### src/dsfa_pkg.sv
// Shared types, constants and a helper function for the dual sample FIFO audio channel.
`timescale 1ns / 1ps
package dsfa_pkg;

    localparam int FIFO_DEPTH   = 32;
    localparam int REFILL_LEVEL = 17;
    localparam int PTR_W        = $clog2(FIFO_DEPTH);
    localparam int CNT_W        = PTR_W + 1;
    localparam int MAX_BYTES    = 4;
    localparam int CFG_AW       = 4;

    typedef enum logic [1:0] {
        CMD_WRITE = 2'd0,
        CMD_TIMER = 2'd1,
        CMD_CLEAR = 2'd2
    } t_cmd;

    typedef enum logic [1:0] {
        REG_TSEL_A = 2'd0,
        REG_TSEL_B = 2'd1,
        REG_VOL_A  = 2'd2,
        REG_VOL_B  = 2'd3
    } t_reg_idx;

    typedef struct packed {
        logic tsel_a;
        logic tsel_b;
        logic vol_a;
        logic vol_b;
    } t_cfg;

    typedef struct packed {
        logic       push;
        logic       pop;
        logic       clr;
        logic [2:0] nbytes;
    } t_chan_ctrl;

    // Sign-extends a held sample and multiplies it by two or four.
    function automatic logic signed [9:0] scale_sample(input logic [7:0] held,
                                                       input logic vol);
        logic signed [9:0] res;
        if (vol) begin
            res = {held, 2'b00};
        end else begin
            res = {held[7], held, 1'b0};
        end
        return res;
    endfunction

endpackage

### src/dsfa_cfg.sv
// APB-style configuration registers: timer selects and volume bits.
`timescale 1ns / 1ps
module dsfa_cfg
    import dsfa_pkg::*;
(
    input  logic              i_clk,
    input  logic              i_rst_n,
    input  logic              psel,
    input  logic              penable,
    input  logic              pwrite,
    input  logic [CFG_AW-1:0] paddr,
    input  logic [31:0]       pwdata,
    output logic [31:0]       prdata,
    output logic              pready,
    output t_cfg              o_cfg
);

    t_cfg r_cfg;
    t_cfg n_cfg;
    logic wr_en;

    assign wr_en  = psel && penable && pwrite;
    assign pready = 1'b1;
    assign o_cfg  = r_cfg;

    always_comb begin
        n_cfg = r_cfg;
        if (wr_en) begin
            case (t_reg_idx'(paddr[CFG_AW-1:2]))
                REG_TSEL_A: n_cfg.tsel_a = pwdata[0];
                REG_TSEL_B: n_cfg.tsel_b = pwdata[0];
                REG_VOL_A:  n_cfg.vol_a  = pwdata[0];
                REG_VOL_B:  n_cfg.vol_b  = pwdata[0];
                default:    n_cfg        = r_cfg;
            endcase
        end
    end

    always_comb begin
        case (t_reg_idx'(paddr[CFG_AW-1:2]))
            REG_TSEL_A: prdata = {31'd0, r_cfg.tsel_a};
            REG_TSEL_B: prdata = {31'd0, r_cfg.tsel_b};
            REG_VOL_A:  prdata = {31'd0, r_cfg.vol_a};
            REG_VOL_B:  prdata = {31'd0, r_cfg.vol_b};
            default:    prdata = 32'd0;
        endcase
    end

    always_ff @(posedge i_clk) begin
        if (!i_rst_n) begin
            r_cfg <= '0;
        end else begin
            r_cfg <= n_cfg;
        end
    end

endmodule

### src/dsfa_chan.sv
// One sample FIFO channel with read pointer, fill count and held sample register.
`timescale 1ns / 1ps
module dsfa_chan
    import dsfa_pkg::*;
(
    input  logic       i_clk,
    input  logic       i_rst_n,
    input  t_chan_ctrl i_ctrl,
    input  logic [31:0] i_data,
    output logic [7:0] o_held,
    output logic       o_repl
);

    logic [7:0]       r_store [FIFO_DEPTH];
    logic [PTR_W-1:0] r_head;
    logic [PTR_W-1:0] n_head;
    logic [CNT_W-1:0] r_count;
    logic [CNT_W-1:0] n_count;
    logic [7:0]       r_held;
    logic             r_repl;
    logic             n_repl;
    logic [CNT_W-1:0] space;
    logic [CNT_W-1:0] take;
    logic [CNT_W-1:0] nb_ext;

    // Bytes beyond the free space are dropped.
    assign space  = CNT_W'(FIFO_DEPTH) - r_count;
    assign nb_ext = CNT_W'(i_ctrl.nbytes);
    assign take   = (nb_ext < space) ? nb_ext : space;

    always_comb begin
        n_head  = r_head;
        n_count = r_count;
        n_repl  = 1'b0;
        if (i_ctrl.clr) begin
            n_head  = '0;
            n_count = '0;
        end else if (i_ctrl.pop) begin
            if (r_count != '0) begin
                n_head  = r_head + PTR_W'(1);
                n_count = r_count - CNT_W'(1);
            end
            n_repl = (n_count < CNT_W'(REFILL_LEVEL));
        end else if (i_ctrl.push) begin
            n_count = r_count + take;
        end
    end

    always_ff @(posedge i_clk) begin
        if (i_ctrl.push && !i_ctrl.clr && !i_ctrl.pop) begin
            for (int k = 0; k < MAX_BYTES; k++) begin
                if (CNT_W'(k) < take) begin
                    r_store[r_head + r_count[PTR_W-1:0] + PTR_W'(k)] <= i_data[8*k +: 8];
                end
            end
        end
    end

    always_ff @(posedge i_clk) begin
        if (!i_rst_n) begin
            r_head  <= '0;
            r_count <= '0;
            r_held  <= '0;
            r_repl  <= 1'b0;
        end else begin
            r_head  <= n_head;
            r_count <= n_count;
            r_repl  <= n_repl;
            // A pop from an empty FIFO keeps the held sample.
            if (i_ctrl.clr) begin
                r_held <= '0;
            end else if (i_ctrl.pop && (r_count != '0)) begin
                r_held <= r_store[r_head];
            end
        end
    end

    assign o_held = r_held;
    assign o_repl = r_repl;

endmodule

### src/dual_sample_fifo_audio_channel_top.sv
// Top level of the dual sample FIFO audio channel: command decode, channels, result strobe.
// An accepted request passes the decode register, then the channel update raises its result strobe (o_valid).
// Throughput: one request per cycle while busy is low, set by the single decode register and channel update.
// busy is high only during reset and the cycle after it; otherwise every start is taken.
// Reset (synchronous, active low) empties both FIFOs, zeroes held samples and config.
// The receiver cannot stall: each result is shown for exactly one cycle.
`timescale 1ns / 1ps
module dual_sample_fifo_audio_channel_top
    import dsfa_pkg::*;
(
    input  logic              i_clk,
    input  logic              i_rst_n,
    input  logic              start,
    output logic              busy,
    input  logic [1:0]        i_cmd,
    input  logic [3:0]        i_addr_offset,
    input  logic [31:0]       i_write_data,
    input  logic [2:0]        i_byte_count,
    input  logic [1:0]        i_timer_index,
    input  logic              i_clear_a,
    input  logic              i_clear_b,
    output logic              o_valid,
    output logic signed [9:0] o_sample_a,
    output logic signed [9:0] o_sample_b,
    output logic              o_replenish_a,
    output logic              o_replenish_b,
    input  logic              psel,
    input  logic              penable,
    input  logic              pwrite,
    input  logic [CFG_AW-1:0] paddr,
    input  logic [31:0]       pwdata,
    output logic [31:0]       prdata,
    output logic              pready
);

    t_cfg       cfg;
    logic       r_busy;
    logic       accept;
    logic [2:0] nbytes;
    t_chan_ctrl n_ctrl_a;
    t_chan_ctrl n_ctrl_b;
    t_chan_ctrl r_ctrl_a;
    t_chan_ctrl r_ctrl_b;
    logic [31:0] r_data;
    logic       r_valid;
    logic       r_out_valid;
    logic [7:0] held_a;
    logic [7:0] held_b;

    // Configuration registers; software only writes them while no request is in flight (the block does not enforce it).
    dsfa_cfg u_cfg (
        .i_clk   (i_clk),
        .i_rst_n (i_rst_n),
        .psel    (psel),
        .penable (penable),
        .pwrite  (pwrite),
        .paddr   (paddr),
        .pwdata  (pwdata),
        .prdata  (prdata),
        .pready  (pready),
        .o_cfg   (cfg)
    );

    assign busy   = r_busy;
    assign accept = start && !r_busy;

    // Access sizes above four bytes behave as a full word; size zero pushes nothing.
    assign nbytes = (i_byte_count > 3'(MAX_BYTES)) ? 3'(MAX_BYTES) : i_byte_count;

    // Decode the request into one control word per channel. An unused command code
    // and an offset outside both FIFO windows leave both channels untouched.
    always_comb begin
        n_ctrl_a        = '0;
        n_ctrl_b        = '0;
        n_ctrl_a.nbytes = nbytes;
        n_ctrl_b.nbytes = nbytes;
        if (accept) begin
            case (t_cmd'(i_cmd))
                CMD_WRITE: begin
                    n_ctrl_a.push = (i_addr_offset[3:2] == 2'b00);
                    n_ctrl_b.push = (i_addr_offset[3:2] == 2'b01);
                end
                CMD_TIMER: begin
                    // Timers two and three can never match a one-bit select.
                    n_ctrl_a.pop = (i_timer_index == {1'b0, cfg.tsel_a});
                    n_ctrl_b.pop = (i_timer_index == {1'b0, cfg.tsel_b});
                end
                CMD_CLEAR: begin
                    n_ctrl_a.clr = i_clear_a;
                    n_ctrl_b.clr = i_clear_b;
                end
                default: begin
                    n_ctrl_a.push = 1'b0;
                    n_ctrl_b.push = 1'b0;
                end
            endcase
        end
    end

    // Input register stage.
    always_ff @(posedge i_clk) begin
        if (!i_rst_n) begin
            r_busy      <= 1'b1;
            r_valid     <= 1'b0;
            r_out_valid <= 1'b0;
            r_ctrl_a    <= '0;
            r_ctrl_b    <= '0;
        end else begin
            r_busy      <= 1'b0;
            r_valid     <= accept;
            r_out_valid <= r_valid;
            r_ctrl_a    <= n_ctrl_a;
            r_ctrl_b    <= n_ctrl_b;
        end
    end

    always_ff @(posedge i_clk) begin
        r_data <= i_write_data;
    end

    // Each channel updates its FIFO state and held sample at the same edge that
    // raises the result strobe, so the result reflects the state after the request.
    dsfa_chan u_chan_a (
        .i_clk   (i_clk),
        .i_rst_n (i_rst_n),
        .i_ctrl  (r_ctrl_a),
        .i_data  (r_data),
        .o_held  (held_a),
        .o_repl  (o_replenish_a)
    );

    dsfa_chan u_chan_b (
        .i_clk   (i_clk),
        .i_rst_n (i_rst_n),
        .i_ctrl  (r_ctrl_b),
        .i_data  (r_data),
        .o_held  (held_b),
        .o_repl  (o_replenish_b)
    );

    assign o_valid    = r_out_valid;
    assign o_sample_a = scale_sample(held_a, cfg.vol_a);
    assign o_sample_b = scale_sample(held_b, cfg.vol_b);

`ifndef SYNTH
    // Every accepted request produces its result strobe after the decode register and the result register.
    a_result_follows: assert property (@(posedge i_clk) disable iff (!i_rst_n)
        start && !busy |=> ##1 o_valid)
        else $error("accepted request produced no result strobe");

    // Replenish flags only appear alongside a result strobe.
    a_repl_valid: assert property (@(posedge i_clk) disable iff (!i_rst_n)
        (o_replenish_a || o_replenish_b) |-> o_valid)
        else $error("replenish raised without a result");

    // Clearing channel A forces its reported sample to zero.
    a_clear_a_zero: assert property (@(posedge i_clk) disable iff (!i_rst_n)
        start && !busy && i_cmd == CMD_CLEAR && i_clear_a |=> ##1 (o_sample_a == 10'sd0))
        else $error("channel A sample not zero after clear");

    // Clearing channel B forces its reported sample to zero.
    a_clear_b_zero: assert property (@(posedge i_clk) disable iff (!i_rst_n)
        start && !busy && i_cmd == CMD_CLEAR && i_clear_b |=> ##1 (o_sample_b == 10'sd0))
        else $error("channel B sample not zero after clear");
`endif

endmodule
### config.mk
export PLATFORM = sky130hd
export DESIGN_NAME = dual_sample_fifo_audio_channel_top
export DESIGN_NICKNAME = d
export VERILOG_FILES = /design/src/dsfa_pkg.sv /design/src/dsfa_cfg.sv /design/src/dsfa_chan.sv /design/src/dual_sample_fifo_audio_channel_top.sv
export SDC_FILE = /design/constraint.sdc
export NUM_CORES = 2
export LEC_CHECK = 0
export BUFFER_PORTS_ARGS = -buffer_cell sky130_fd_sc_hd__buf_2
export CORE_AREA = 2 2 353 355
export DETAILED_ROUTE_END_ITERATION = 8
export DIE_AREA = 0 0 355 357
export PLACE_DENSITY = 0.61
export SLEW_MARGIN = 20
export SYNTH_ARGS = -nofsm -noshare
export SYNTH_HDL_FRONTEND = slang
export SYNTH_SLANG_ARGS = --single-unit
### constraint.sdc
create_clock -name i_clk -period 4.8 [get_ports i_clk]
set_input_delay 0.96 -clock i_clk [delete_from_list [all_inputs] [get_ports i_clk]]
set_output_delay 0.96 -clock i_clk [all_outputs]
set_load 0.1 [all_outputs]
==> results.ini <==
[worst_setup_path]
end_kind=register
cp.depth=13
r2r_cells=13
crit_start=u_chan_a.r_count[0]
path_buf_inv=3
worstPathRequired_ps=5210
cpPeakStageDelay_ps=560
crit_slowest_cell=xnor3_1
arrival_ps=5020
worstPathMaxFanout=18
crit_type=register to register
worstPathCellList=ha_1 -> inv_1 -> fa_1 -> xor2_2 -> inv_2 -> ha_2 -> and2_1 -> xnor3_1 -> nor4_2 -> buf_4 -> nand2_1 -> a221oi_1 -> o31ai_1
cp_top_family=adder cells
start_kind=register
regToRegStartpoint=u_chan_a.r_count[0]

[synth]
synth_compound_area_frac=0.236
async_flop_share=0
synth_xor_area_frac=0.0118
yosysWarningCount=0
synth-edff-count=512
synthCells=4152
synth_adder_area_share=0.00946
yosys.cell_types.count=105
synth_ff_type=edfxtp_1
synth_area_per_cell_um2=10.3
synth_top_family_by_area=compound AO/OA/AOI/OAI gates
syn_area_um2=42800
muxShareOfSynthArea=0.171
yosysSeqAreaShare=0.400
synth_simple_gate_area_frac=0.110
synth-seq-cells=600

[worst_hold_path]
min_from=i_write_data[11]
hp-class=input pin to register
hold-path-cell-count=1

[sta]
rsz0062_at_grt=no
timing.setup.tns_ps=0
finalHoldViolCount=0
fin_hold_ws_ps=387
slew_violations=0
finalWorstPathRequiredPeriod_ps=4620
tightest_slew_ps=1130
post-route-period-util=0.962
fin_worst_skew_ps=21.1
relSlewSlack=0.244
max_freq_mhz=217
setup_viol=0

[global_routing]
grt_start_max_net_pins=51
antenna_found_initial=15
grt.total_usage=0.285
grt_pass1_vias=36700
grt_pass1_wl_um=267000
grt_overflow=0

[layout]
final_nets=4214
final_util=0.392
fillers=11900
layout-drive-gt1-share=0.208
syn2layout_area_growth_pct=12.6
final_cell_area_um2=48200

[clocking]
h-tree-depth=3
clk_latency_ps=680
clock-sinks=600
cts_made_buffers=72
cts_tree=built
cts_hold_buffers=0
path_clk_slew_ps=60
ctsLongestPathBuffers=3
root_buffer=clkbuf_16

[drt]
wl_per_cell_um=32.4
wirelength_um=188000
drt_first_pass_iters=8
ant_nets=0
drtIter0Drc=7143
routed-via-count=39800
drc_errors=0
avgViaCountPerCell=6.87

[die]
row_count=129
io_pins=144
initial_utilization=0.348
core_region_area_um2=123000
die_y_um=357
dieArea_um2=127000
dieWidth_um=355

[placement]
io_buffers=74
placed_area_um2=45600
dpl.hpwl_um=122000
gp_congestion=1.05

[pwr]
power_mw=12.7
p_sw_mw=3.34
clkPwrFrac=0.461
switching_share=0.263
power.internal_mw=9.37
peakVddDrop_uv=249
p_leak_nw=17.3
pwr_density_cell_nw_per_um2=264
seq_power_share=0.466
comb_power_share=0.074

[run]
drv_cap=0

[status]
outcome=completed

[timing repair]
item,4_1_cts,5_1_grt
hold endpoints to repair,0,0
buffers inserted,0,9
endpoints found under the setup margin,0,186
resized for setup,0,9
[metal layers]
| layer | track usage | part of all wire | vias to the layer above |
|---|---|---|---|
| met1 | 0.391 | 0.38 | 19200 |
| met4 | 0.134 | 0.050 | 18 |
| met3 | 0.104 | 0.16 | 607 |
| li1 | - | - | 16400 |
| met2 | 0.398 | 0.40 | 3584 |
| met5 | 0 | 0.00060 | - |
[final cells by class]
type                    count  area (um2)  share of cell area
diodes                      9        22.5            0.000467
clock buffers              96        2080              0.0431
clock inverters            37         393             0.00815
inverters                  36         136             0.00283
multi-input cells        2988       23400               0.486
flip-flops and latches    600       17200               0.358
well taps                1637        2050              0.0425
repair buffers            399        2870              0.0596
[through the flow]
stage	std cells	worst slack [ps]
after global routing	5797	27.5
after CTS	5784	116
after floorplan	4184	59.0
final	5802	182
after global placement	5650	200
after detailed placement	5651	135
[worst paths after layout]
path / endpoint / slack, ps
worst min register to register: o_valid / 430
worst max-delay path: u_chan_a.r_store[5][3] / 180
worst max register to register: u_chan_a.r_store[5][3] / 180
worst min-delay path: r_data[11] / 390
[placed cells by master, fill, tap and decap left out, types with 34 or more instances in the layout]
cell / n
o21ai_0: 149
buf_2: 74
conb_1: 34
clkbuf_16: 78
dfxtp_1: 51
nor3_1: 57
nand3_1: 188
nand2_1: 200
o211ai_1: 66
mux4_2: 161
and3_1: 85
a211oi_1: 44
buf_4: 320
a221oi_1: 61
edfxtp_1: 512
nor2_1: 177
a22o_1: 63
o31ai_1: 63
a21oi_1: 404
mux2i_1: 349
o22ai_1: 98
o32ai_1: 255
[registers in the layout (all words and copies together), names as in the netlist]
register / cells
busy: 1
o_valid: 1
r_ctrl_a: 3
r_ctrl_b: 6
r_data: 32
r_valid: 1
u_cfg.o_cfg: 4
u_chan_a.o_held: 8
u_chan_a.o_repl: 1
u_chan_a.r_count: 6
u_chan_a.r_head: 5
u_chan_a.r_store: 256
u_chan_b.o_held: 8
u_chan_b.o_repl: 1
u_chan_b.r_count: 6
u_chan_b.r_head: 5
u_chan_b.r_store: 256
[power groups by stage]
stage                     logic [mW]  clock network, mW  registers [mW]
after floorplan                0.709                  0            5.79
after global placement         0.882                  0            6.00
after detailed placement       0.894                  0            6.00
after CTS                      0.896               5.88            5.89
after global routing           0.968               6.05            5.90
final                          0.937               5.86            5.92
[cells in the mapped netlist (16+ instances only)]
master | n | area (um2)
a21oi_1 | 405 | 2030
nor3_1 | 65 | 325
buf_4 | 45 | 338
nand2_1 | 200 | 751
o31ai_1 | 70 | 526
edfxtp_1 | 512 | 15400
a31oi_1 | 22 | 138
a221oi_1 | 61 | 534
clkbuf_1 | 337 | 1260
a211oi_1 | 44 | 330
xnor2_1 | 18 | 158
buf_1 | 43 | 161
ha_1 | 26 | 325
buf_2 | 118 | 591
o22ai_1 | 98 | 613
o31a_1 | 24 | 210
mux2i_1 | 349 | 3490
o211ai_1 | 66 | 495
and3_1 | 85 | 532
and2_1 | 32 | 200
nand3_1 | 190 | 951
nor4_1 | 16 | 100
dfxtp_1 | 88 | 1760
nand2b_1 | 22 | 138
mux4_2 | 161 | 3630
inv_1 | 31 | 116
nor2_1 | 184 | 691
o21a_1 | 27 | 203
o21ai_1 | 28 | 140
o32ai_1 | 255 | 2230
o21ai_0 | 153 | 766
a22o_1 | 63 | 552
nand4_1 | 19 | 119
a22oi_1 | 30 | 225
[logic make-up after synthesis]
kind of cell,count (synthesis)
compound gates,1453
xor+xnor,40
fa+ha+maj,30
buf+inv,596
flops,600
mux,526
other cells,2
simple gates,905
[worst reg2reg max path: stages (launching register included)]
cell	delay, ps
dfxtp_1	410
ha_1	200
inv_1	60
fa_1	420
xor2_2	210
inv_2	220
ha_2	400
and2_1	240
xnor3_1	570
nor4_2	520
buf_4	360
nand2_1	250
a221oi_1	380
o31ai_1	120
No activity file was read; power rests on OpenSTA's default activity.
